**src/urae_pkg.sv**
```systemverilog
package urae_pkg;

    // input item function codes (carried in s_tuser)
    localparam logic [1:0] FUNC_WRITE = 2'd0;
    localparam logic [1:0] FUNC_READ  = 2'd1;
    localparam logic [1:0] FUNC_RX    = 2'd2;
    localparam logic [1:0] FUNC_TICK  = 2'd3;

    // result item kinds (carried in m_tuser)
    localparam logic [1:0] KIND_TX     = 2'd0;
    localparam logic [1:0] KIND_DATA   = 2'd1;
    localparam logic [1:0] KIND_STATUS = 2'd2;

    // completion status codes
    localparam logic [1:0] ST_OK     = 2'd0;
    localparam logic [1:0] ST_FAILED = 2'd1;
    localparam logic [1:0] ST_BADLEN = 2'd2;
    localparam logic [1:0] ST_BUSY   = 2'd3;

    // configuration register indexes
    localparam logic [1:0] CFG_MAX_ATTEMPTS = 2'd0;
    localparam logic [1:0] CFG_TIMEOUT      = 2'd1;
    localparam logic [1:0] CFG_BACKOFF      = 2'd2;

    // configuration reset values
    localparam logic [3:0] RST_MAX_ATTEMPTS = 4'd5;
    localparam logic [7:0] RST_TIMEOUT      = 8'd30;
    localparam logic [7:0] RST_BACKOFF      = 8'd3;

    // protocol bytes
    localparam logic [7:0] BYTE_SYNC     = 8'hAA;
    localparam logic [7:0] BYTE_OP_WRITE = 8'h00;
    localparam logic [7:0] BYTE_OP_READ  = 8'h01;
    localparam logic [7:0] BYTE_WR_LEN   = 8'h01;
    localparam logic [7:0] BYTE_WR_ACK0  = 8'hEE;
    localparam logic [7:0] BYTE_WR_ACK1  = 8'h01;
    localparam logic [7:0] BYTE_RD_HDR   = 8'hBB;

    // index of the final byte of a command frame
    localparam logic [2:0] RD_LAST_IDX = 3'd3;
    localparam logic [2:0] WR_LAST_IDX = 3'd4;

    localparam logic [3:0] ATTEMPT_SAT = 4'd15;
    localparam logic [7:0] TICK_SAT    = 8'd255;

    // commands from the controller to the datapath
    typedef struct packed {
        logic       load_req;      // capture a start request
        logic       load_rd;       // the start request is a read
        logic       begin_cmd;     // a command frame starts: count attempt, clear timers
        logic       save_hdr;      // capture the first header byte
        logic       tick_inc;      // count one tick
        logic       tick_clr;      // clear the tick counter
        logic       pay_start;     // payload phase starts
        logic       pay_write;     // store one payload byte
        logic       rd_start;      // rewind the payload read pointer
        logic       rd_issue;      // read one payload byte
        logic       emit_cmd_byte; // load a command byte into the output
        logic       emit_status;   // load a completion status into the output
        logic       emit_data;     // load a read data byte into the output
        logic [2:0] byte_idx;      // command byte position
        logic [1:0] status_code;   // status to report
    } cmd_t;

    // status from the datapath to the controller
    typedef struct packed {
        logic is_read;
        logic out_free;
        logic bad_len;
        logic hdr_ok;
        logic attempts_done;
        logic timeout_hit;
        logic backoff_hit;
        logic backoff_zero;
        logic payload_done;
        logic rd_last;
    } sts_t;

endpackage

```
**src/urae_dp.sv**
```systemverilog
module urae_dp #(
    parameter int MAX_READ_LEN = 64
) (
    input  logic               aclk,
    input  logic               aresetn,
    input  urae_pkg::cmd_t     cmd,
    output urae_pkg::sts_t     sts,
    input  logic [7:0]         reg_addr,
    input  logic [7:0]         read_len,
    input  logic [7:0]         write_data,
    input  logic [7:0]         rx_byte,
    input  logic               cfg_valid,
    input  logic [1:0]         cfg_index,
    input  logic [7:0]         cfg_data,
    input  logic               m_tready,
    output logic               m_tvalid,
    output logic [1:0]         out_kind,
    output logic [7:0]         out_value,
    output logic [1:0]         out_status,
    output logic               out_last
);

    localparam int AW = (MAX_READ_LEN > 1) ? $clog2(MAX_READ_LEN) : 1;
    localparam int LW = $clog2(MAX_READ_LEN + 1);
    localparam int CW = LW + 1;

    logic [3:0]    max_att_reg;
    logic [7:0]    timeout_reg;
    logic [7:0]    backoff_reg;
    logic          is_read_reg;
    logic [3:0]    attempt_reg;
    logic [7:0]    tick_reg;
    logic [LW-1:0] bytes_reg;
    logic [LW-1:0] rd_ptr_reg;
    logic [7:0]    hdr_reg;
    logic [7:0]    sreg_reg;
    logic [LW-1:0] slen_reg;
    logic [7:0]    sdata_reg;
    logic [7:0]    mem [MAX_READ_LEN];
    logic [7:0]    mem_q_reg;
    logic          out_valid_reg;
    logic [1:0]    out_kind_reg;
    logic [7:0]    out_value_reg;
    logic [1:0]    out_status_reg;
    logic          out_last_reg;

    logic [7:0]    tick_next;
    logic [CW-1:0] bytes_inc;
    logic [LW-1:0] rd_ptr_inc;
    logic [7:0]    cmd_byte;
    logic          out_load;

    // configuration registers
    always_ff @(posedge aclk) begin
        if (!aresetn) begin
            max_att_reg <= urae_pkg::RST_MAX_ATTEMPTS;
            timeout_reg <= urae_pkg::RST_TIMEOUT;
            backoff_reg <= urae_pkg::RST_BACKOFF;
        end else if (cfg_valid) begin
            case (cfg_index)
                urae_pkg::CFG_MAX_ATTEMPTS: max_att_reg <= cfg_data[3:0];
                urae_pkg::CFG_TIMEOUT:      timeout_reg <= cfg_data;
                urae_pkg::CFG_BACKOFF:      backoff_reg <= cfg_data;
                default: ;
            endcase
        end
    end

    // saturating tick increment and plain counter increments
    assign tick_next  = (tick_reg == urae_pkg::TICK_SAT) ? tick_reg : tick_reg + 8'd1;
    assign bytes_inc  = CW'(bytes_reg) + CW'(1);
    assign rd_ptr_inc = rd_ptr_reg + LW'(1);

    // run control counters
    always_ff @(posedge aclk) begin
        if (!aresetn) begin
            is_read_reg <= 1'b0;
            attempt_reg <= '0;
            tick_reg    <= '0;
            bytes_reg   <= '0;
            rd_ptr_reg  <= '0;
        end else begin
            if (cmd.load_req) begin
                is_read_reg <= cmd.load_rd;
            end
            if (cmd.begin_cmd) begin
                if (cmd.load_req) begin
                    attempt_reg <= 4'd1;
                end else if (attempt_reg != urae_pkg::ATTEMPT_SAT) begin
                    attempt_reg <= attempt_reg + 4'd1;
                end
            end
            if (cmd.begin_cmd || cmd.tick_clr || cmd.pay_start) begin
                tick_reg <= '0;
            end else if (cmd.tick_inc) begin
                tick_reg <= tick_next;
            end
            if (cmd.begin_cmd || cmd.pay_start) begin
                bytes_reg <= '0;
            end else if (cmd.pay_write) begin
                bytes_reg <= bytes_inc[LW-1:0];
            end
            if (cmd.rd_start) begin
                rd_ptr_reg <= '0;
            end else if (cmd.rd_issue) begin
                rd_ptr_reg <= rd_ptr_inc;
            end
        end
    end

    // request fields and header capture
    always_ff @(posedge aclk) begin
        if (cmd.load_req) begin
            sreg_reg  <= reg_addr;
            sdata_reg <= cmd.load_rd ? 8'd0 : write_data;
            slen_reg  <= cmd.load_rd ? read_len[LW-1:0] : '0;
        end
        if (cmd.save_hdr) begin
            hdr_reg <= rx_byte;
        end
    end

    // payload store, registered read
    always_ff @(posedge aclk) begin
        if (cmd.pay_write) begin
            mem[bytes_reg[AW-1:0]] <= rx_byte;
        end
        if (cmd.rd_issue) begin
            mem_q_reg <= mem[rd_ptr_reg[AW-1:0]];
        end
    end

    // command frame byte select
    always_comb begin
        case (cmd.byte_idx)
            3'd0:    cmd_byte = urae_pkg::BYTE_SYNC;
            3'd1:    cmd_byte = is_read_reg ? urae_pkg::BYTE_OP_READ : urae_pkg::BYTE_OP_WRITE;
            3'd2:    cmd_byte = sreg_reg;
            3'd3:    cmd_byte = is_read_reg ? 8'(slen_reg) : urae_pkg::BYTE_WR_LEN;
            3'd4:    cmd_byte = sdata_reg;
            default: cmd_byte = urae_pkg::BYTE_SYNC;
        endcase
    end

    // output register
    assign out_load = cmd.emit_cmd_byte || cmd.emit_status || cmd.emit_data;

    always_ff @(posedge aclk) begin
        if (!aresetn) begin
            out_valid_reg <= 1'b0;
        end else if (out_load) begin
            out_valid_reg <= 1'b1;
        end else if (m_tready) begin
            out_valid_reg <= 1'b0;
        end
    end

    always_ff @(posedge aclk) begin
        if (cmd.emit_cmd_byte) begin
            out_kind_reg   <= urae_pkg::KIND_TX;
            out_value_reg  <= cmd_byte;
            out_status_reg <= urae_pkg::ST_OK;
            out_last_reg   <= 1'b0;
        end else if (cmd.emit_status) begin
            out_kind_reg   <= urae_pkg::KIND_STATUS;
            out_value_reg  <= 8'd0;
            out_status_reg <= cmd.status_code;
            out_last_reg   <= 1'b1;
        end else if (cmd.emit_data) begin
            out_kind_reg   <= urae_pkg::KIND_DATA;
            out_value_reg  <= mem_q_reg;
            out_status_reg <= urae_pkg::ST_OK;
            out_last_reg   <= (rd_ptr_reg == slen_reg);
        end
    end

    assign m_tvalid   = out_valid_reg;
    assign out_kind   = out_kind_reg;
    assign out_value  = out_value_reg;
    assign out_status = out_status_reg;
    assign out_last   = out_last_reg;

    // status toward the controller
    always_comb begin
        sts.is_read       = is_read_reg;
        sts.out_free      = !out_valid_reg || m_tready;
        sts.bad_len       = (read_len == 8'd0) || ({1'b0, read_len} > 9'(MAX_READ_LEN));
        sts.hdr_ok        = is_read_reg
                            ? (hdr_reg == urae_pkg::BYTE_RD_HDR && rx_byte == 8'(slen_reg))
                            : (hdr_reg == urae_pkg::BYTE_WR_ACK0
                               && rx_byte == urae_pkg::BYTE_WR_ACK1);
        sts.attempts_done = attempt_reg >= max_att_reg;
        sts.timeout_hit   = tick_next >= timeout_reg;
        sts.backoff_hit   = tick_next >= backoff_reg;
        sts.backoff_zero  = backoff_reg == 8'd0;
        sts.payload_done  = bytes_inc >= CW'(slen_reg);
        sts.rd_last       = rd_ptr_reg == slen_reg;
    end

    // payload bytes stay inside the requested length
    a_pay_in_range: assert property (@(posedge aclk) disable iff (!aresetn)
        cmd.pay_write |-> (bytes_reg < slen_reg))
        else $error("payload write past requested length");

    // readout never runs past the stored payload
    a_rd_in_range: assert property (@(posedge aclk) disable iff (!aresetn)
        cmd.rd_issue |-> (rd_ptr_reg < slen_reg))
        else $error("payload read past stored length");

    // the output register is only loaded when it can take a new item
    a_load_free: assert property (@(posedge aclk) disable iff (!aresetn)
        out_load |-> (!out_valid_reg || m_tready))
        else $error("output overwritten while stalled");

endmodule

```
**src/urae_ctrl.sv**
```systemverilog
module urae_ctrl (
    input  logic           aclk,
    input  logic           aresetn,
    input  logic           s_tvalid,
    output logic           s_tready,
    input  logic [1:0]     func,
    output urae_pkg::cmd_t cmd,
    input  urae_pkg::sts_t sts
);

    // sequencer states
    localparam logic [2:0] S_IDLE    = 3'd0;
    localparam logic [2:0] S_SEND    = 3'd1;
    localparam logic [2:0] S_STATUS  = 3'd2;
    localparam logic [2:0] S_DUMP_RD = 3'd3;
    localparam logic [2:0] S_DUMP_WR = 3'd4;

    // protocol phases
    localparam logic [2:0] P_IDLE    = 3'd0;
    localparam logic [2:0] P_HDR0    = 3'd1;
    localparam logic [2:0] P_HDR1    = 3'd2;
    localparam logic [2:0] P_PAYLOAD = 3'd3;
    localparam logic [2:0] P_BACKOFF = 3'd4;

    logic [2:0] state_reg, state_next;
    logic [2:0] phase_reg, phase_next;
    logic [2:0] idx_reg, idx_next;
    logic [1:0] code_reg, code_next;
    logic [2:0] last_idx;

    assign s_tready = (state_reg == S_IDLE);
    assign last_idx = sts.is_read ? urae_pkg::RD_LAST_IDX : urae_pkg::WR_LAST_IDX;

    // next state and datapath commands
    always_comb begin
        logic do_send;
        logic do_fail;
        logic fail_bo;

        do_send    = 1'b0;
        do_fail    = 1'b0;
        fail_bo    = 1'b0;
        state_next = state_reg;
        phase_next = phase_reg;
        idx_next   = idx_reg;
        code_next  = code_reg;
        cmd        = '0;
        cmd.byte_idx    = idx_reg;
        cmd.status_code = code_reg;
        cmd.load_rd     = (func == urae_pkg::FUNC_READ);

        case (state_reg)
            S_IDLE: begin
                if (s_tvalid) begin
                    case (func)
                        urae_pkg::FUNC_WRITE, urae_pkg::FUNC_READ: begin
                            if (phase_reg != P_IDLE) begin
                                code_next  = urae_pkg::ST_BUSY;
                                state_next = S_STATUS;
                            end else if (func == urae_pkg::FUNC_READ && sts.bad_len) begin
                                code_next  = urae_pkg::ST_BADLEN;
                                state_next = S_STATUS;
                            end else begin
                                cmd.load_req = 1'b1;
                                do_send      = 1'b1;
                            end
                        end
                        urae_pkg::FUNC_RX: begin
                            case (phase_reg)
                                P_HDR0: begin
                                    cmd.save_hdr = 1'b1;
                                    phase_next   = P_HDR1;
                                end
                                P_HDR1: begin
                                    if (sts.hdr_ok && sts.is_read) begin
                                        cmd.pay_start = 1'b1;
                                        phase_next    = P_PAYLOAD;
                                    end else if (sts.hdr_ok) begin
                                        phase_next = P_IDLE;
                                        code_next  = urae_pkg::ST_OK;
                                        state_next = S_STATUS;
                                    end else begin
                                        do_fail = 1'b1;
                                        fail_bo = 1'b1;
                                    end
                                end
                                P_PAYLOAD: begin
                                    cmd.pay_write = 1'b1;
                                    if (sts.payload_done) begin
                                        phase_next   = P_IDLE;
                                        cmd.rd_start = 1'b1;
                                        state_next   = S_DUMP_RD;
                                    end
                                end
                                default: ;
                            endcase
                        end
                        urae_pkg::FUNC_TICK: begin
                            if (phase_reg != P_IDLE) begin
                                cmd.tick_inc = 1'b1;
                                if (phase_reg == P_BACKOFF) begin
                                    do_send = sts.backoff_hit;
                                end else if (sts.timeout_hit) begin
                                    do_fail = 1'b1;
                                    fail_bo = !sts.is_read;
                                end
                            end
                        end
                        default: ;
                    endcase
                end
            end
            S_SEND: begin
                if (sts.out_free) begin
                    cmd.emit_cmd_byte = 1'b1;
                    if (idx_reg == last_idx) begin
                        state_next = S_IDLE;
                    end else begin
                        idx_next = idx_reg + 3'd1;
                    end
                end
            end
            S_STATUS: begin
                if (sts.out_free) begin
                    cmd.emit_status = 1'b1;
                    state_next      = S_IDLE;
                end
            end
            S_DUMP_RD: begin
                cmd.rd_issue = 1'b1;
                state_next   = S_DUMP_WR;
            end
            S_DUMP_WR: begin
                if (sts.out_free) begin
                    cmd.emit_data = 1'b1;
                    state_next    = sts.rd_last ? S_IDLE : S_DUMP_RD;
                end
            end
            default: begin
                state_next = S_IDLE;
            end
        endcase

        // failed attempt: give up, back off, or resend at once
        if (do_fail) begin
            if (sts.attempts_done) begin
                phase_next = P_IDLE;
                code_next  = urae_pkg::ST_FAILED;
                state_next = S_STATUS;
            end else if (fail_bo && !sts.backoff_zero) begin
                phase_next   = P_BACKOFF;
                cmd.tick_clr = 1'b1;
            end else begin
                do_send = 1'b1;
            end
        end

        // start a command frame
        if (do_send) begin
            cmd.begin_cmd = 1'b1;
            phase_next    = P_HDR0;
            idx_next      = 3'd0;
            state_next    = S_SEND;
        end
    end

    always_ff @(posedge aclk) begin
        if (!aresetn) begin
            state_reg <= S_IDLE;
            phase_reg <= P_IDLE;
            idx_reg   <= '0;
            code_reg  <= urae_pkg::ST_OK;
        end else begin
            state_reg <= state_next;
            phase_reg <= phase_next;
            idx_reg   <= idx_next;
            code_reg  <= code_next;
        end
    end

    // a command frame is always followed by a header wait
    a_send_phase: assert property (@(posedge aclk) disable iff (!aresetn)
        (state_reg == S_SEND) |-> (phase_reg == P_HDR0))
        else $error("command frame outside header wait");

    // at most one output source per cycle
    a_emit_one: assert property (@(posedge aclk) disable iff (!aresetn)
        $onehot0({cmd.emit_cmd_byte, cmd.emit_status, cmd.emit_data}))
        else $error("conflicting output loads");

    // readout only happens once the run has ended
    a_dump_idle: assert property (@(posedge aclk) disable iff (!aresetn)
        (state_reg == S_DUMP_RD || state_reg == S_DUMP_WR) |-> (phase_reg == P_IDLE))
        else $error("payload readout during an active run");

endmodule

```
**src/uart_register_access_engine.sv**
```systemverilog
// channel   direction  handshake            payload
// s_        in         s_tvalid / s_tready  tdata: reg_addr, read_len, write_data, rx_byte;
//                                            tuser: func
// m_        out        m_tvalid / m_tready  tdata: value, status; tuser: kind; tlast: last
// cfg_      in         cfg_valid/cfg_ready  cfg_index, cfg_data
//
// Items are taken while idle; items that cause no result follow each other every cycle.
// A command frame transmits 4 (read) or 5 (write) bytes; a status item is a single result.
// Each read data byte is read from the registered payload memory, then loaded out.
// Reset (aresetn low, synchronous) clears control state; the payload memory is not cleared.
// m_tready low holds the output register and pauses the sequencer; the last result may
// wait there while the next item is accepted.
module uart_register_access_engine #(
    parameter int MAX_READ_LEN = 64
) (
    input  logic        aclk,
    input  logic        aresetn,
    input  logic        s_tvalid,
    output logic        s_tready,
    input  logic [31:0] s_tdata,   // reg_addr, read_len, write_data, rx_byte
    input  logic [1:0]  s_tuser,   // func
    output logic        m_tvalid,
    input  logic        m_tready,
    output logic [15:0] m_tdata,   // value, status, zero fill
    output logic [1:0]  m_tuser,   // kind
    output logic        m_tlast,
    input  logic        cfg_valid,
    output logic        cfg_ready,
    input  logic [1:0]  cfg_index,
    input  logic [7:0]  cfg_data
);

    urae_pkg::cmd_t cmd;
    urae_pkg::sts_t sts;
    logic [7:0]     out_value;
    logic [1:0]     out_status;

    assign cfg_ready = 1'b1;

    // protocol sequencer
    urae_ctrl u_ctrl (
        .aclk     (aclk),
        .aresetn  (aresetn),
        .s_tvalid (s_tvalid),
        .s_tready (s_tready),
        .func     (s_tuser),
        .cmd      (cmd),
        .sts      (sts)
    );

    // counters, request fields, payload store and output register
    urae_dp #(
        .MAX_READ_LEN (MAX_READ_LEN)
    ) u_dp (
        .aclk       (aclk),
        .aresetn    (aresetn),
        .cmd        (cmd),
        .sts        (sts),
        .reg_addr   (s_tdata[7:0]),
        .read_len   (s_tdata[15:8]),
        .write_data (s_tdata[23:16]),
        .rx_byte    (s_tdata[31:24]),
        .cfg_valid  (cfg_valid),
        .cfg_index  (cfg_index),
        .cfg_data   (cfg_data),
        .m_tready   (m_tready),
        .m_tvalid   (m_tvalid),
        .out_kind   (m_tuser),
        .out_value  (out_value),
        .out_status (out_status),
        .out_last   (m_tlast)
    );

    assign m_tdata = {6'd0, out_status, out_value};

endmodule
```
**config.mk**
```make
export PLATFORM = sky130hd
export DESIGN_NAME = uart_register_access_engine
export DESIGN_NICKNAME = d
export VERILOG_FILES = /design/src/urae_pkg.sv /design/src/urae_dp.sv /design/src/urae_ctrl.sv /design/src/uart_register_access_engine.sv
export SDC_FILE = /design/constraint.sdc
export NUM_CORES = 1
export LEC_CHECK = 0
export BUFFER_PORTS_ARGS = -buffer_cell sky130_fd_sc_hd__buf_2
export CAP_MARGIN = 0
export CORE_ASPECT_RATIO = 0.5
export CORE_UTILIZATION = 50
export DETAILED_ROUTE_END_ITERATION = 16
export GPL_TIMING_DRIVEN = 0
export PLACE_DENSITY_LB_ADDON = 0.05
export SLEW_MARGIN = 20
export SYNTH_ARGS = -nofsm -noshare
export SYNTH_HDL_FRONTEND = slang
export SYNTH_SLANG_ARGS = --single-unit
```
**constraint.sdc**
```tcl
create_clock -name aclk -period 3 [get_ports aclk]
set_input_delay 0.3 -clock aclk [delete_from_list [all_inputs] [get_ports aclk]]
set_output_delay 0.3 -clock aclk [all_outputs]
set_load 0.03 [all_outputs]
```
* Yosys cells after proc, flatten, opt, wreduce, memory -nomap -nowiden
Memories as Yosys holds them, arrays and structs flattened. A register that Yosys moved wholly into a read port is not among the register bits.
Index checks and enable logic that the tools add are counted.
** Word-level totals
- Flip-flop bits (word level) :: 103
- Latch bits :: 0
- Bits in writable memories :: 512
- Bits in read-only memories :: 0
- Input port bits :: 49
- Output and inout port bits :: 22
- Word-level logic and storage cells :: 207
- Memories :: 1
** Memory list
- u_dp.mem :: depth 64, bits a word 8, read ports 1, clocked after Yosys merged registers in 1, write ports 1, RTL line urae_dp.sv:39 : logic [7:0] mem [MAX_READ_LEN];
** Operators by class
- $add $sub $neg :: 5
- Multiply operators :: 0
- Div/mod/pow operators :: 0
- $lt $le $gt $ge :: 5
- Equality and inequality tests :: 25
- Shift operators :: 0
- Multiplexer cells :: 109
- Bitwise operators :: 2
- Reduce and logical (&&, ||, !) cells :: 36
** Operators by type and width (count)
- $mux 3 :: 25
- $mux 1 :: 51
- $mux 2 :: 17
- $mux 8 :: 4
- $pmux 8 s4 :: 1
- $eq 8x8->1 const B :: 3
- $eq 3x2->1 const B :: 6
- $ge 8x8->1 :: 2
- $logic_not 8->1 :: 2
- $pmux 3 s5 :: 1
- $pmux 3 s2 :: 2
- $reduce_or 2->1 :: 6
- $eq 3x1->1 const B :: 3
- $eq 3x3->1 const B :: 3
- $pmux 3 s3 :: 1
- $add 7x1->8 const B :: 1
- $add 8x1->8 const B :: 1
- $eq 8x1->1 const B :: 1
- $eq 8x7->1 :: 1
- $ge 8x7->1 :: 1
- $gt 8x7->1 const B :: 1
- $mux 4 :: 2
- $reduce_and 2->1 :: 4
- $add 7x1->7 const B :: 1
- other kinds (20) :: 42

* Logic depth before layout (Yosys ltp)
- Depth in word-level cells :: 17
- Depth in mapped cells :: 15
- Mapped depth without buffers :: 14

* Cells and area by module
A second synthesis with hierarchy kept.
** Unflattened totals
- Cells, all modules :: 1559
- Area, all modules :: 25896.1 µm²
** By module, submodules not included
- urae_dp :: times used 1, cells an instance 1433, area an instance 24842.6 µm², seq. area each 17847.1 µm²
- urae_ctrl :: times used 1, cells an instance 117, area an instance 993.5 µm², seq. area each 220.2 µm²
- uart_register_access_engine :: times used 1, cells an instance 9, area an instance 60.1 µm², seq. area each 0.0 µm²

* Least setup slack after synthesis
OpenSTA, ideal clock, no wires.
- Kind :: reg2reg
- Start point :: register u_ctrl.state_reg[1]
- End point :: register u_dp.tick_reg[0]
- Library setup time :: 124 ps
- Data arrival time :: 3093 ps
- Required time :: 2876 ps
- Setup slack :: -217 ps
- Stages on the path, launching flop included :: 8
- Buffers on the path :: 1
- Clock period less this slack :: 3217 ps
- Cell sequence :: dfxtp_1 > buf_2 > nor4b_4 > nand3_1 > a31oi_1 > nor2_1 > nand3_1 > nor2_1
** On the way
- Word-level cells in the longest chain between the ends :: 10
- Elaborated cells on any way between the ends :: 17
- Classes of those cells :: mux: 12; reduce/logical: 5
** RTL lines
- start, declared :: RTL line urae_ctrl.sv:25 : logic [2:0] state_reg, state_next;
- start signal, assigned :: RTL line urae_ctrl.sv:174 : state_reg <= state_next;
- $logic_not 3->1 * :: RTL line urae_ctrl.sv:52 : case (state_reg)
- $mux 1 :: RTL line urae_ctrl.sv:52
- $logic_and 1x1->1 :: RTL line urae_ctrl.sv:150 : end else if (fail_bo && !sts.backoff_zero) begin
- $mux 1 :: RTL line urae_ctrl.sv:150
- $mux 1 :: RTL line urae_ctrl.sv:146 : if (sts.attempts_done) begin
- $mux 1 :: RTL line urae_ctrl.sv:145 : if (do_fail) begin
- $mux 1 :: RTL line urae_ctrl.sv:159 : if (do_send) begin
- $logic_or 1x1->1 (2 in series) :: RTL line urae_dp.sv:93 : if (cmd.begin_cmd || cmd.tick_clr || cmd.pay_start) begin
- $reduce_or 2->1 (no source line)
- end signal, assigned :: RTL line urae_dp.sv:96 : tick_reg <= tick_next;
- end, declared :: RTL line urae_dp.sv:32 : logic [7:0] tick_reg;
Every way passes the cells marked *; elsewhere a longest branch is shown, timed or not.
A chain may end at the register's enable or synchronous reset.

==> parameters.txt <==
Parameter                              Value

STA
  Final critical path time including I/O delays and setup ... 2.98 ns
  Slew @ Worst Pin ... 1.19 ns
  Worst Skew ... 0.0140 ns
  Final number of setup-violating endpoints ... 0
  Setup repair after global routing missed its margin ... true
  Pins Over Slew Limit ... 0
  Headroom to the max-slew limit ... 20.9%
  Max Clk Rate ... 0.335 GHz
  Fin crit share ... 99.4%
  Final Hold Fails ... 0

Global route
  Via count of the first global-routing pass ... 14000
  Wire length of the first global-routing pass ... 90600 microns
  Grt total ovfl ... 0
  Maximum number of pins on one net before global-route repair ... slightly below 70
  GRT Total Usage ... 23.9%
  Initial antenna violation count ... 3

Pwr
  Leakage ... 9.87 nW
  Power Dens Cells ... around 570 nW/um^2
  Clock network power share ... 41.4%
  Logic pwr share ... around 4%
  Sw Share ... 20.8%
  Peak supply drop ... ~0.42 mV
  Net switching power ... 3.64 mW
  Sequential share of power ... 54.6%
  Internal power of the cells ... 13.9 mW
  Overall Power ... between 15 and 20 mW

Finish
  Layout fillers ... approximately 3700
  Final nets ... ~1700
  Core occupancy in the finished layout ... 61.0%
  Flip-flop count of the largest register after layout ... 512
  Area added between synthesis and finish ... 19.5%
  Share of final-layout standard cells stronger than drive strength 1 ... between 30% and 40%
  Count of inserted antenna diode cells ... 0

Yosys
  Most repeated cell in the gate-level netlist after synthesis ... sky130_fd_sc_hd__edfxtp_1
  Part of the Yosys area used for sequential elements ... 70.0%
  Area leader, netlist ... sky130_fd_sc_hd__edfxtp_1
  Flip-flop cell with the highest count after synthesis ... sky130_fd_sc_hd__edfxtp_1
  Top cell type's share of synthesized area ... ~65%
  Mean instance size in the synthesized netlist ... 17.9 sq um
  Number of synthesized flops with an enable pin ... 559
  Most area-consuming cells after synthesis ... sky130_fd_sc_hd__edfxtp_1 65%, sky130_fd_sc_hd__mux4_2 15%, sky130_fd_sc_hd__dfxtp_1 5.0%
  Number of storage elements in the synthesis netlist ... 623
  Commonest cells in the netlist ... 559 x sky130_fd_sc_hd__edfxtp_1, 168 x sky130_fd_sc_hd__mux4_2, 135 x sky130_fd_sc_hd__nor2_1
  Mapped cell area ... 25800 sq um
  Async set-reset flop share out of synthesis ... 0%
  Count of unique library cells instantiated by Yosys ... 70
  Post-Syn Instances ... around 1400
  Warnings from Yosys ... 0

Floorplan
  Initial cell density of the core ... 51.0%
  Number of top-level pins ... 71
  Core Box Area ... 50600 sq um
  Number of cell rows ... 58
  Chip width ... about 320 microns
  DIE HEIGHT ... roughly 160 microns
  Total die area ... approximately 53000 sq um

Routing
  First-iteration detailed-routing DRC count ... 1406
  Total iterations of the first detailed-routing run ... 5
  Number of antenna-violating nets in the routed design ... 0
  DRT Wirelength ... 61700 microns
  Number of vias in the routed layout ... 14100
  DRC violation count after routing ... 0
  Routed wirelength normalized by instance count ... roughly 26 microns
  Ratio of routed vias to standard cells ... 5.94

Placement
  Sum of net half-perimeters after detailed placement ... about 40000 microns
  RD Place Congestion ... 0.863
  I/O Buffers ... 62

Critical path
  CP Data Required Time ... about 3.3 ns
  WS Path Type ... reg -> reg
  Worst-case reg-to-reg path depth ... 4
  Type of destination of the critical path ... flip-flop
  CP startpoint kind ... flip-flop
  Arr. time, crit path ... 3.28 ns
  Critical path peak fanout ... 10

Clocking
  Clock buffer depth ... 3
  Clock net sink count ... 623
  TritonCTS Buffers ... 54
  Clock latency on the worst-skew pair ... 0.59 ns
  Depth of the CTS H-tree ... 2
  Clock-pin slew on the worst setup and hold paths ... ~0.060 ns
  Clock tree from TritonCTS ... done
  Root buffer selected by CTS ... sky130_fd_sc_hd__clkbuf_16

Flow run
  Max-cap violations ... 0

Run status
  Result of the run ... finished, final reports clean

Worst hold path
  Min-delay worst type ... in -> reg
  Number of cells on the worst hold path ... 2
## metrics by stage
stage / TNS (ns) / hold WS [ns] / setup slack [ns] / instances / area [sq um]
after global routing: -0.921 / 0.0242 / -0.124 / 2378 / 30800
after detailed placement: -369.62 / 0.462 / -0.982 / 2202 / 27100
after CTS: -12.26 / 0.00346 / -0.183 / 2361 / 30500
after floorplan: 0 / 0.399 / 0.00411 / 1449 / 25800
final: 0 / 0.0257 / 0.0174 / 2378 / 30800
after global placement: -339.90 / 0.453 / -0.979 / 2201 / 27000
## layer usage
metal	global-route usage [%]	part of all wire, %
met1	35.1	44
met2	36.3	45
met3	6.18	8.3
met4	5.36	2.0
met5	0	0
## worst paths after layout
kind | startpoint | endpoint | slack [ns]
min reg2reg | u_dp.out_kind[1]$_SDFFE_PP0P_ | u_dp.out_kind[1]$_SDFFE_PP0P_ | 0.48
min | s_tdata[22] | u_dp.sdata_reg[6]$_SDFFCE_PP0P_ | 0.03
max reg2reg | u_dp.rd_ptr_reg[3]$_SDFFE_PP0N_ | u_dp.mem_q_reg[7]$_DFFE_PN_ | 0.02
max | u_dp.rd_ptr_reg[3]$_SDFFE_PP0N_ | u_dp.mem_q_reg[7]$_DFFE_PN_ | 0.02
## layout by cell type (no fill, tap or decap), drive strengths merged, types with 25 or more instances in the layout
cell / instances
nor2: 135
a21oi: 25
clkbuf: 97
inv: 37
nor2b: 29
mux4: 168
nand3: 26
dfxtp: 64
buf: 162
nand2: 51
ha: 36
edfxtp: 559
## kinds of logic (layout without fill, tap and decap cells)
family | count (synthesis) | in the layout | share of synthesized area, %
AO/OA/AOI/OAI | 108 | 109 | 2.97
XOR/XNOR | 41 | 41 | 1.39
adder cells (fa/ha/maj) | 36 | 36 | 1.74
buffers and inverters | 115 | 353 | 2.06
flip-flops | 623 | 623 | 70.0
multiplexers | 191 | 191 | 15.6
other | 2 | 7 | 0.0291
AND/OR/NAND/NOR | 328 | 328 | 6.25
## timing repair
action                     in CTS  in global routing
setup endpoints to repair     557                451
cloned                          1                  0
buffers inserted               41                 19
pin swaps                      52                 22
hold endpoints to repair       30                  0
hold buffers                   22                  0
resized for setup             219                 68
## power by group through the flow
stage / clock network, mW / logic (mW) / registers [mW]
after detailed placement: 0 / 0.650 / 9.75
after CTS: 7.35 / 0.690 / 9.56
after floorplan: 0 / 0.303 / 9.80
final: 7.25 / 0.705 / 9.56
after global placement: 0 / 0.619 / 9.75
after global routing: 7.68 / 0.769 / 9.56
## cell type report
| cell class | instances | area (sq um) | area share [%] |
|---|---|---|---|
| well taps | 690 | 863 | 2.80 |
| multi-input cells | 712 | 8120 | 26.3 |
| plain buffers | 75 | 520 | 1.69 |
| repair buffers | 144 | 1320 | 4.26 |
| flip-flops and latches | 623 | 18100 | 58.6 |
| inverters | 36 | 135 | 0.438 |
| clock inverters | 36 | 400 | 1.30 |
| clock buffers | 62 | 1400 | 4.55 |
## critical path, stage by stage, from the launching register on
cell and delay (ns):
sky130_fd_sc_hd__dfxtp_1 0.30, sky130_fd_sc_hd__clkbuf_1 0.56, sky130_fd_sc_hd__clkbuf_1 0.74, sky130_fd_sc_hd__mux4_2 0.47
sky130_fd_sc_hd__mux4_2 0.60
Note: power is estimated with default switching activity, not from simulation.
